## src/rtl/rgbd_pkg.sv

```systemverilog
// shared constants, types and arithmetic helpers for the rgb error diffusion dither
package rgbd_pkg;

   localparam int MAX_LINE_WIDTH = 1024;
   localparam int LINE_AW        = $clog2(MAX_LINE_WIDTH);
   localparam int CUBE_SIZE      = 216;
   localparam int OUT_DEPTH      = 4;
   localparam int OUT_AW         = $clog2(OUT_DEPTH);

   localparam logic [1:0] OP_DITHER  = 2'd0;
   localparam logic [1:0] OP_PALETTE = 2'd1;
   localparam logic [1:0] OP_CLEAR   = 2'd2;

   typedef struct packed {
      logic [7:0] pen_index;
      logic [7:0] cube_index;
   } rsp_beat_type;

   // level 0..5 of one channel sum
   function automatic logic [2:0] quant_level(input logic signed [9:0] sum);
      logic [10:0] prod;
      prod = {1'b0, sum} + {sum, 1'b0};
      if (sum <= 10'sd42) begin
         return 3'd0;
      end else if (sum >= 10'sd213) begin
         return 3'd5;
      end else begin
         return prod[9:7];
      end
   endfunction

   function automatic logic [7:0] cube_of(input logic [2:0] r, input logic [2:0] g,
                                          input logic [2:0] b);
      logic [7:0] c;
      c = {5'b0, r} * 8'd36 + {5'b0, g} * 8'd6 + {5'b0, b};
      return c;
   endfunction

   // clamp far residuals, else halve rounding toward minus infinity
   function automatic logic signed [7:0] next_error(input logic signed [10:0] res);
      logic signed [10:0] half;
      half = res >>> 1;
      if (res <= -11'sd254) begin
         return -8'sd127;
      end else if (res >= 11'sd254) begin
         return 8'sd127;
      end else begin
         return half[7:0];
      end
   endfunction

endpackage

```

## src/rtl/rgbd_out_fifo.sv

```systemverilog
// small result queue that decouples the dither pipeline from the response channel
module rgbd_out_fifo (
   input  logic                       clock,
   input  logic                       reset,
   input  logic                       push,
   input  rgbd_pkg::rsp_beat_type     push_beat,
   input  logic                       pop,
   output logic                       out_valid,
   output rgbd_pkg::rsp_beat_type     out_beat,
   output logic [rgbd_pkg::OUT_AW:0]  fill
);

   rgbd_pkg::rsp_beat_type            entries_ff [rgbd_pkg::OUT_DEPTH];
   logic [rgbd_pkg::OUT_AW-1:0]       wr_ptr_ff, wr_ptr_in;
   logic [rgbd_pkg::OUT_AW-1:0]       rd_ptr_ff, rd_ptr_in;
   logic [rgbd_pkg::OUT_AW:0]         count_ff, count_in;
   logic                              do_pop;

   assign out_valid = (count_ff != '0);
   assign out_beat  = entries_ff[rd_ptr_ff];
   assign fill      = count_ff;
   assign do_pop    = pop && out_valid;

   always_comb begin
      wr_ptr_in = push ? wr_ptr_ff + 1'b1 : wr_ptr_ff;
      rd_ptr_in = do_pop ? rd_ptr_ff + 1'b1 : rd_ptr_ff;
      count_in  = count_ff;
      if (push && !do_pop) begin
         count_in = count_ff + 1'b1;
      end else if (!push && do_pop) begin
         count_in = count_ff - 1'b1;
      end
   end

   always_ff @(posedge clock) begin
      if (reset) begin
         wr_ptr_ff <= '0;
         rd_ptr_ff <= '0;
         count_ff  <= '0;
      end else begin
         wr_ptr_ff <= wr_ptr_in;
         rd_ptr_ff <= rd_ptr_in;
         count_ff  <= count_in;
      end
   end

   always_ff @(posedge clock) begin
      if (push) begin
         entries_ff[wr_ptr_ff] <= push_beat;
      end
   end

endmodule

```

## config.mk

```make
export PLATFORM = sky130hd
export DESIGN_NAME = rgbd_out_fifo
export DESIGN_NICKNAME = d
export VERILOG_FILES = /design/src/rtl/rgbd_pkg.sv /design/src/rtl/rgbd_out_fifo.sv
export SDC_FILE = /design/constraint.sdc
export NUM_CORES = 1
export LEC_CHECK = 0
export ABC_AREA = 1
export ABC_CLOCK_PERIOD_IN_PS = 4600
export BUFFER_PORTS_ARGS = -buffer_cell sky130_fd_sc_hd__buf_2
export CORE_ASPECT_RATIO = 0.8
export CORE_MARGIN = 2
export CORE_UTILIZATION = 40
export DETAILED_ROUTE_END_ITERATION = 16
export GPL_ROUTABILITY_DRIVEN = 0
export HOLD_SLACK_MARGIN = 0.15
export SYNTH_ARGS = -nofsm -noshare
export SYNTH_HDL_FRONTEND = slang
export SYNTH_SLANG_ARGS = --single-unit
```

## constraint.sdc

```tcl
create_clock -name clock -period 4.6 [get_ports clock]
set_input_delay 0.46 -clock clock [delete_from_list [all_inputs] [get_ports clock]]
set_output_delay 0.46 -clock clock [all_outputs]
set_load 0.01 [all_outputs]
```

==> impl_metrics.env, run 1 <==
export IMPL_hp_class="input port to flip-flop"
export IMPL_cts_sinks=73
export IMPL_synth_seq_cells=73
export IMPL_combPwrFrac_pct=21.3
export IMPL_track_usage_pct=14.1
export IMPL_clock_fmax_mhz=335
export IMPL_insertion_delay_ps=340
export IMPL_route_detailed_drc=0
export IMPL_cts_buffer_depth=2
export IMPL_dp_slack_ps=1960
export IMPL_setup_tns_ps=0
export IMPL_dpl_cell_area_sq_um=3070
export IMPL_num_fill_cells=637
export IMPL_cts_resized=0
export IMPL_die_w_um=97.8
export IMPL_fin_worst_skew_ps=7.90
export IMPL_power_density_nw_per_um2=527
export IMPL_path_buf_inv=2
export IMPL_drive_above_1_share_pct=21.7
export IMPL_synthToLayoutAreaGrowth_pct=17.0
export IMPL_final_nets=284
export IMPL_post_cts_buffers=0
export IMPL_ios=40
export IMPL_syn_area_per_cell_sq_um=13.0
export IMPL_clk_pin_slew_ps=80
export IMPL_worst_slack_ps=1610
export IMPL_min_from="push_beat[1]"
export IMPL_rsz0062_at_grt="no"
export IMPL_dr_pass1_iters=4
export IMPL_max_cap_viol_count=0
export IMPL_hold_path_cell_count=1
export IMPL_tightest_slew_ps=1150
export IMPL_setup_viol=0
export IMPL_p_int_mw=1.21
export IMPL_grt_max_degree=34
export IMPL_htreeDepth=3
export IMPL_r2r_end="fill[2]"
export IMPL_start_util_pct=41.0
export IMPL_syn_area_sq_um=2810
export IMPL_vdd_drop_max_mv=0.137
export IMPL_viasPerCell=4.90
export IMPL_ys_warn_count=0
export IMPL_diodes=0
export IMPL_clock_root_buffer="clkbuf_8"
export IMPL_yosysUniqueCellTypes=16
export IMPL_r2r_slack_ps=2830
export IMPL_num_vias=1714
export IMPL_dieArea_sq_um=7720
export IMPL_p_total_mw=1.73
export IMPL_fin_area_sq_um=3290
export IMPL_regArea_sq_um=2100
export IMPL_slew_violations=0
export IMPL_switchingPower_mw=0.521
export IMPL_fin_crit_sh_pct=64.9
export IMPL_ctsHoldBuffers=0
export IMPL_syn_inst=216
export IMPL_multi_input_area_sq_um=606
export IMPL_dp_hpwl_um=3080
export IMPL_grt_pass1_wl_um=8090
export IMPL_critical_path_max_stage_delay_ps=1080
export IMPL_worstHoldEndpoint="entries_ff[2][1]"
export IMPL_required_ps=4140
export IMPL_drtAntennaViolNets=0
export IMPL_wl_um=5150
export IMPL_critPathLaunchType="flip-flop"
export IMPL_status="complete, no violations"
export IMPL_drt_iter0_drc=83
export IMPL_cp_max_fo=33
export IMPL_switching_share_pct=30.0
export IMPL_rr_startpoint="fill[1]"
export IMPL_worstSetupPathType="flip-flop to primary output"
export IMPL_cp_top_family="flip-flops"
export IMPL_r2r_cells=12
export IMPL_io_buffers=39
export IMPL_end_kind="primary output"
export IMPL_crit_arrival_ps=2530
export IMPL_core_area_sq_um=6860
export IMPL_antenna_found_initial=0
export IMPL_synth_net_count=242
export IMPL_avgRoutedWirePerCell_um=14.7
export IMPL_num_rows=27
export IMPL_seq_area_frac_synth_pct=74.7
export IMPL_instances_no_fill=350
export IMPL_grt_pass1_vias=1623
export IMPL_holdWs_ps=327
export IMPL_finalCriticalPeriod_ps=2990
export IMPL_crit_path_cell_trace="inv_2, nor2_1, o22ai_1, buf_2"
export IMPL_hold_viol=0
export IMPL_place_inst=334
export IMPL_p_leak_nw=1.24
export IMPL_final_core_util_pct=48.0
export IMPL_p_clk_share_pct=31.0
export IMPL_die_y_um=79
export IMPL_cts_made_buffers=9
export IMPL_cts_tree="done"
export IMPL_seq_power_share_pct=47.7
export IMPL_relSlewSlack_pct=23.5
export IMPL_grt_ovfl_total=0
export IMPL_slowest_stage="dfxtp_1"
## area by class of cell
type | count | area share [%]
well taps | 87 | 3.31
multi-input cells | 119 | 18.4
clock buffers | 9 | 3.76
clock inverters | 7 | 2.89
inverters | 16 | 1.83
flip-flops and latches | 73 | 63.9
repair buffers | 39 | 5.93
## synthesized netlist by cell type
library cell | count | area share, %
a21oi_1 | 5 | 0.89
o21ai_0 | 7 | 1.2
nand3_1 | 3 | 0.53
fa_1 | 1 | 0.71
buf_4 | 2 | 0.53
nor2_1 | 38 | 5.1
buf_2 | 6 | 1.1
edfxtp_1 | 64 | 68
o21ai_1 | 28 | 5.0
o22ai_1 | 16 | 3.6
xor2_1 | 1 | 0.31
dfxtp_1 | 9 | 6.4
ha_1 | 5 | 2.2
inv_2 | 2 | 0.27
nand2_1 | 15 | 2.0
inv_1 | 14 | 1.9
## power by group through the flow
| stage | Combinational [mW] | Clock [mW] | Sequential [mW] |
|---|---|---|---|
| finish | 0.370 | 0.538 | 0.827 |
| global route | 0.416 | 0.578 | 0.838 |
| CTS | 0.373 | 0.551 | 0.828 |
| detailed placement | 0.371 | 0 | 0.843 |
| global placement | 0.364 | 0 | 0.840 |
| floorplan | 0.263 | 0 | 0.813 |
## cell families (layout without fill, tap and decap cells)
family	Yosys count	after routing	share of synthesized area [%]
flops	73	73	74.7
buf+inv	24	71	3.74
compound gates	56	56	10.7
xor+xnor	1	1	0.311
fa+ha+maj	6	6	2.94
simple gates	56	56	7.61
## metal layers
metal  global-route usage, %  vias up  share of wire (%)
met3                    5.28       11                4.0
met2                    22.9       42                 47
met1                    17.4      803                 47
met4                    5.14        0                2.0
met5                       0        -                  0
li1                        -      858                  -
## worst reg2reg max path: cells and delay by family (launching register included)
family,cells,cell delay [ps]
simple gates,8,600
fa+ha+maj,2,560
buf+inv,2,130
flops,1,360
## state kept, by name (all words and copies together), names as in the netlist, named ones only
register    count
entries_ff     64
fill            3
wr_ptr_ff       2
rd_ptr_ff       2
## cell usage in the layout, fill, tap and decap left out, drive strengths merged
master    synthesis  layout
edfxtp           64      64
buf               8      39
nor2             38      38
o21ai            35      35
o22ai            16      16
inv              16      16
nand2            15      15
dfxtp             9       9
clkbuf            0       9
a21oi             5       5
ha                5       5
clkinv            0       4
nand3             3       3
bufinv            0       2
xor2              1       1
fa                1       1
clkinvlp          0       1
## how the worst max path moves through the flow
stage                        end  slack (ps)  depth (start not counted)
finish              out_beat[11]        1610                          4
global route         out_beat[5]        1300                          4
CTS                 out_beat[13]        1600                          4
detailed placement  out_beat[13]        1960                          4
global placement    out_beat[11]        2000                          4
floorplan                fill[1]        2890                          8
Power figures use the tool's default switching activity.
==> run 2, diff against run 1 <==
--- a/config.mk
+++ b/config.mk
@@ -6,7 +6,7 @@
 export NUM_CORES = 1
 export LEC_CHECK = 0
 export ABC_AREA = 1
-export ABC_CLOCK_PERIOD_IN_PS = 4600
+export ABC_CLOCK_PERIOD_IN_PS = 2410
 export BUFFER_PORTS_ARGS = -buffer_cell sky130_fd_sc_hd__buf_2
 export CORE_ASPECT_RATIO = 0.8
 export CORE_MARGIN = 2
==> constraint.sdc (replaced) <==
create_clock -name clock -period 2.41 [get_ports clock]
set_input_delay 0.241 -clock clock [delete_from_list [all_inputs] [get_ports clock]]
set_output_delay 0.241 -clock clock [all_outputs]
set_load 0.01 [all_outputs]
==> run 2 against run 1 <==
  * Worst setup slack got worse by 990 ps
  * Sequential power increased by 84%
  * Highest routed layer unchanged
  * Utilization up 2.7 points
  * Non-clock buffer count up 20
  * Power rose by 90%
==> impl_metrics.env, run 2 (synthesis results as in run 1) <==
export IMPL_critical_path_max_stage_delay_ps=420
export IMPL_clock_root_buffer="clkbuf_8"
export IMPL_num_vias=1763
export IMPL_cts_made_buffers=9
export IMPL_core_area_sq_um=6860
export IMPL_final_core_util_pct=50.7
export IMPL_place_inst=337
export IMPL_tightest_slew_ps=700
export IMPL_critPathLaunchType="flip-flop"
export IMPL_start_util_pct=41.0
export IMPL_status="complete, no violations"
export IMPL_die_w_um=97.8
export IMPL_rsz0062_at_grt="no"
export IMPL_diodes=0
export IMPL_finalCriticalPeriod_ps=1790
export IMPL_cts_sinks=73
export IMPL_viasPerCell=4.76
export IMPL_setup_tns_ps=0
export IMPL_power_density_nw_per_um2=950
export IMPL_fin_crit_sh_pct=74.2
export IMPL_insertion_delay_ps=340
export IMPL_route_detailed_drc=0
export IMPL_cts_resized=0
export IMPL_final_nets=304
export IMPL_drive_above_1_share_pct=20.5
export IMPL_max_cap_viol_count=0
export IMPL_setup_viol=0
export IMPL_drtAntennaViolNets=0
export IMPL_top_register="entries_ff"
export IMPL_htreeDepth=3
export IMPL_crit_path_cell_trace="inv_2, nor2_1, o22ai_1, buf_2"
export IMPL_crit_arrival_ps=1550
export IMPL_dieArea_sq_um=7720
export IMPL_synthToLayoutAreaGrowth_pct=23.5
export IMPL_drt_iter0_drc=99
export IMPL_final_common_cell="edfxtp_1"
export IMPL_slew_violations=0
export IMPL_dr_pass1_iters=4
export IMPL_clock_fmax_mhz=560
export IMPL_track_usage_pct=14.1
export IMPL_fin_area_sq_um=3470
export IMPL_final_cell_mix="64 x edfxtp_1, 39 x buf_2, 38 x nor2_1"
export IMPL_grt_pass1_wl_um=8170
export IMPL_grt_pass1_vias=1623
export IMPL_holdWs_ps=210
export IMPL_grt_max_degree=33
export IMPL_cts_buffer_depth=2
export IMPL_cp_max_fo=32
export IMPL_antenna_found_initial=0
export IMPL_dp_hpwl_um=3030
export IMPL_relSlewSlack_pct=53.3
export IMPL_die_y_um=79
export IMPL_io_buffers=39
export IMPL_hp_class="input port to flip-flop"
export IMPL_slowest_stage="inv_2"
export IMPL_wl_um=5070
export IMPL_dpl_cell_area_sq_um=3090
export IMPL_grt_ovfl_total=0
export IMPL_cts_tree="done"
export IMPL_num_rows=27
export IMPL_required_ps=2170
export IMPL_vdd_drop_max_mv=0.384
export IMPL_hold_viol=0
export IMPL_fin_worst_skew_ps=5.77
export IMPL_instances_no_fill=370
export IMPL_avgRoutedWirePerCell_um=13.7
export IMPL_p_leak_nw=1.32
export IMPL_clk_pin_slew_ps=70
export IMPL_num_fill_cells=614
export IMPL_worstSetupPathType="flip-flop to primary output"
export IMPL_end_kind="primary output"
export IMPL_largest_reg_flops=64
export IMPL_ios=40
## run 2: area by class of cell
| type | instances | area (sq um) | area share, % |
|---|---|---|---|
| Inverter | 16 | 60.1 | 1.73 |
| Timing Repair Buffer | 59 | 388 | 11.2 |
| Multi-Input combinational cell | 119 | 606 | 17.4 |
| Tap cell | 87 | 109 | 3.13 |
| Sequential cell | 73 | 2100 | 60.5 |
| Clock buffer | 10 | 128 | 3.67 |
| Clock inverter | 6 | 82.6 | 2.38 |
## run 2: worst paths after layout
kind                      from           end  slack [ps]  depth (start not counted)
hold / removal             pop  rd_ptr_ff[1]         210                          3
setup / recovery     flip-flop  out_beat[12]         620                          4
setup reg to reg       fill[0]       fill[2]         680                         12
hold reg to reg   rd_ptr_ff[1]  rd_ptr_ff[1]         490                          2
## run 2: where the power goes
part	total [mW]	internal [mW]	switching (mW)
registers	1.52	1.47	0.0521
clock network	0.992	0.577	0.415
logic	0.789	0.299	0.491
## run 2: metrics by stage
step	total power [mW]	worst slack (ps)
6_report	3.30	623
5_1_grt	3.50	474
4_1_cts	3.33	562
3_5_place_dp	2.32	700
3_3_place_gp	2.32	733
2_1_floorplan	2.05	696
## run 2: worst max-delay path, delay by kind of cell (launching register included)
family | cells | cell delay, ps
compound gates | 1 | 220
buf+inv | 2 | 580
flops | 1 | 320
simple gates | 1 | 80
## run 2: routing by layer
layer / GRT usage [%] / part of all wire, % / vias up / wire [um]
met5: 0 / 0 / - / 0
met4: 5.28 / 1.2 / 0 / 59
met3: 4.58 / 4.1 / 7 / 206
met2: 23.9 / 51 / 37 / 2570
met1: 17.0 / 44 / 817 / 2230
li1: - / - / 902 / -
## run 2: timing repair
item / CTS / global route
endpoints found under the hold margin: 69 / 0
setup buffers: 0 / 0
hold buffers: 17 / 0
setup endpoints to repair: 0 / 0
==> run 3, diff against run 2 <==
--- a/config.mk
+++ b/config.mk
@@ -6,7 +6,7 @@
 export NUM_CORES = 1
 export LEC_CHECK = 0
 export ABC_AREA = 1
-export ABC_CLOCK_PERIOD_IN_PS = 2410
+export ABC_CLOCK_PERIOD_IN_PS = 1600
 export BUFFER_PORTS_ARGS = -buffer_cell sky130_fd_sc_hd__buf_2
 export CORE_ASPECT_RATIO = 0.8
 export CORE_MARGIN = 2
==> constraint.sdc (replaced) <==
create_clock -name clock -period 1.6 [get_ports clock]
set_input_delay 0.16 -clock clock [delete_from_list [all_inputs] [get_ports clock]]
set_output_delay 0.16 -clock clock [all_outputs]
set_load 0.01 [all_outputs]
==> run 3 against run 2 <==
  * Clock skew barely moved
  * Combinational power up 91%
  * Sequential power grew 53%
  * Via count up 5.0%
  * Final cell count up 4.3%
  * Power rose by 59%
  * Flip-flop and latch count unchanged
  * Global-route usage is 0.53 points higher
  * Largest cell class unchanged
  * Largest power group unchanged
==> impl_metrics.env, run 3 (synthesis results as in run 1) <==
export IMPL_status="complete, no violations"
export IMPL_drtAntennaViolNets=0
export IMPL_p_leak_nw=1.43
export IMPL_largest_reg_flops=64
export IMPL_drt_iter0_drc=127
export IMPL_power_density_nw_per_um2=1420
export IMPL_critical_path_max_stage_delay_ps=400
export IMPL_critPathLaunchType="flip-flop"
export IMPL_worstHoldEndpoint="wr_ptr_ff[0]"
export IMPL_holdWs_ps=213
export IMPL_slew_violations=0
export IMPL_core_area_sq_um=6860
export IMPL_regArea_sq_um=2110
export IMPL_cp_top_family="flip-flops"
export IMPL_start_util_pct=41.0
export IMPL_worstSetupPathType="flip-flop to primary output"
export IMPL_crit_path_cell_trace="buf_12, o21ai_1, o22ai_1, buf_2"
export IMPL_fin_crit_sh_pct=95.5
export IMPL_antenna_found_initial=0
export IMPL_top_register="entries_ff"
export IMPL_p_total_mw=5.25
export IMPL_worst_slack_ps=72.7
export IMPL_vdd_drop_max_mv=0.581
export IMPL_hold_viol=0
export IMPL_setup_viol=0
export IMPL_min_from="push"
export IMPL_relSlewSlack_pct=83.6
export IMPL_r2r_slack_ps=100
export IMPL_rr_startpoint="fill[0]"
export IMPL_crit_arrival_ps=1370
export IMPL_final_common_cell="edfxtp_1"
export IMPL_route_detailed_drc=0
export IMPL_dp_hpwl_um=3440
export IMPL_fin_area_sq_um=3690
export IMPL_viasPerCell=4.80
export IMPL_wl_um=5320
export IMPL_insertion_delay_ps=340
export IMPL_grt_use_met3_pct=4.31
export IMPL_die_y_um=79
export IMPL_clock_root_buffer="clkbuf_8"
export IMPL_slowest_stage="dfxtp_2"
export IMPL_rsz0062_at_grt="no"
export IMPL_end_kind="primary output"
export IMPL_path_buf_inv=2
export IMPL_clk_pin_slew_ps=80
export IMPL_cts_tree="done"
export IMPL_ios=40
export IMPL_grtUsageMet1_pct=18.7
export IMPL_num_rows=27
export IMPL_grt_pass1_wl_um=8450
export IMPL_htreeDepth=3
export IMPL_drive_above_1_share_pct=29.1
export IMPL_cts_made_buffers=9
export IMPL_multi_input_area_sq_um=647
export IMPL_dieArea_sq_um=7720
export IMPL_cp_max_fo=18
export IMPL_finalCriticalPeriod_ps=1530
export IMPL_track_usage_pct=14.6
export IMPL_grt_ovfl_total=0
export IMPL_path_depth=4
export IMPL_r2r_end="fill[2]"
export IMPL_clock_fmax_mhz=655
export IMPL_setup_tns_ps=0
export IMPL_hp_class="input port to flip-flop"
export IMPL_fin_worst_skew_ps=5.95
export IMPL_dp_slack_ps=18.5
export IMPL_cts_sinks=73
export IMPL_use_met2_pct=22.8
export IMPL_final_cell_mix="64 x edfxtp_1, 39 x buf_2, 37 x nor2_1"
export IMPL_grt_max_degree=19
export IMPL_dr_pass1_iters=4
export IMPL_io_buffers=39
export IMPL_dpl_cell_area_sq_um=3230
export IMPL_grt_pass1_vias=1745
export IMPL_hold_path_cell_count=3
export IMPL_required_ps=1440
export IMPL_cts_buffer_depth=2
export IMPL_tightest_slew_ps=245
export IMPL_grt_busiest_layer="met2"
export IMPL_num_fill_cells=579
export IMPL_avgRoutedWirePerCell_um=13.8
export IMPL_r2r_cells=12
export IMPL_num_vias=1851
export IMPL_max_cap_viol_count=0
export IMPL_die_w_um=97.8
export IMPL_diodes=0
export IMPL_final_nets=320
export IMPL_synthToLayoutAreaGrowth_pct=31.3
run 3: changes by cell type in the layout (fill, tap and decap cells not counted), sizes merged:
cell / change
clkbuf: -1
buf: +15
dlygate4sd3: +1
inv: +1
clkinv: +1
bufinv: -1
run 3: report_power, final:
part           internal (mW)  total, mW  switching (mW)
registers               2.23       2.32          0.0972
logic                  0.688       1.51           0.825
clock network          0.732       1.41           0.678
total                   3.65       5.25            1.60
run 3: worst max-delay path by stage:
stage,slack [ps],to
6_report,70,out_beat[12]
5_1_grt,1,out_beat[11]
4_1_cts,3,out_beat[15]
3_3_place_gp,60,fill[2]
2_1_floorplan,3,fill[1]
3_5_place_dp,20,fill[1]
run 3: through the flow:
step                      std cells  utilization (%)
after detailed placement        348             47.1
final                           386             53.9
after global routing            386             53.9
after floorplan                 216                -
after global placement          348             47.1
after CTS                       385             53.2
run 3: final cells by class:
type,instances,share of cell area [%]
clock buffer,9,3.35
clock inverter,7,2.13
inverter,16,1.76
multi-input combinational,119,17.5
sequential,73,57.2
tap,87,2.95
timing repair buffer,75,15.0
run 3: per-layer routing:
layer | up-vias | share of wire, %
li1 | 928 | -
met1 | 871 | 46
met2 | 43 | 47
met3 | 9 | 5.3
met4 | 0 | 1.7
met5 | - | 0
run 3: worst register-to-register path, stage by stage (launching register included):
cell	delay, ps
dfxtp_4	360
nor2_4	90
nand2_2	70
nand2_4	70
ha_4	130
inv_2	40
fa_2	330
inv_1	60
nand2_1	50
nand3_2	70
nand2_1	50
nand2_1	50
nor2_1	30
run 3: what timing repair did:
| item | in CTS | in global routing |
|---|---|---|
| pin swaps | 0 | 1 |
| endpoints found under the setup margin | 16 | 14 |
| hold buffers | 18 | 0 |
| setup buffers | 3 | 1 |
| endpoints found under the hold margin | 69 | 0 |
| gates cloned | 0 | 0 |
| resized for setup | 5 | 12 |
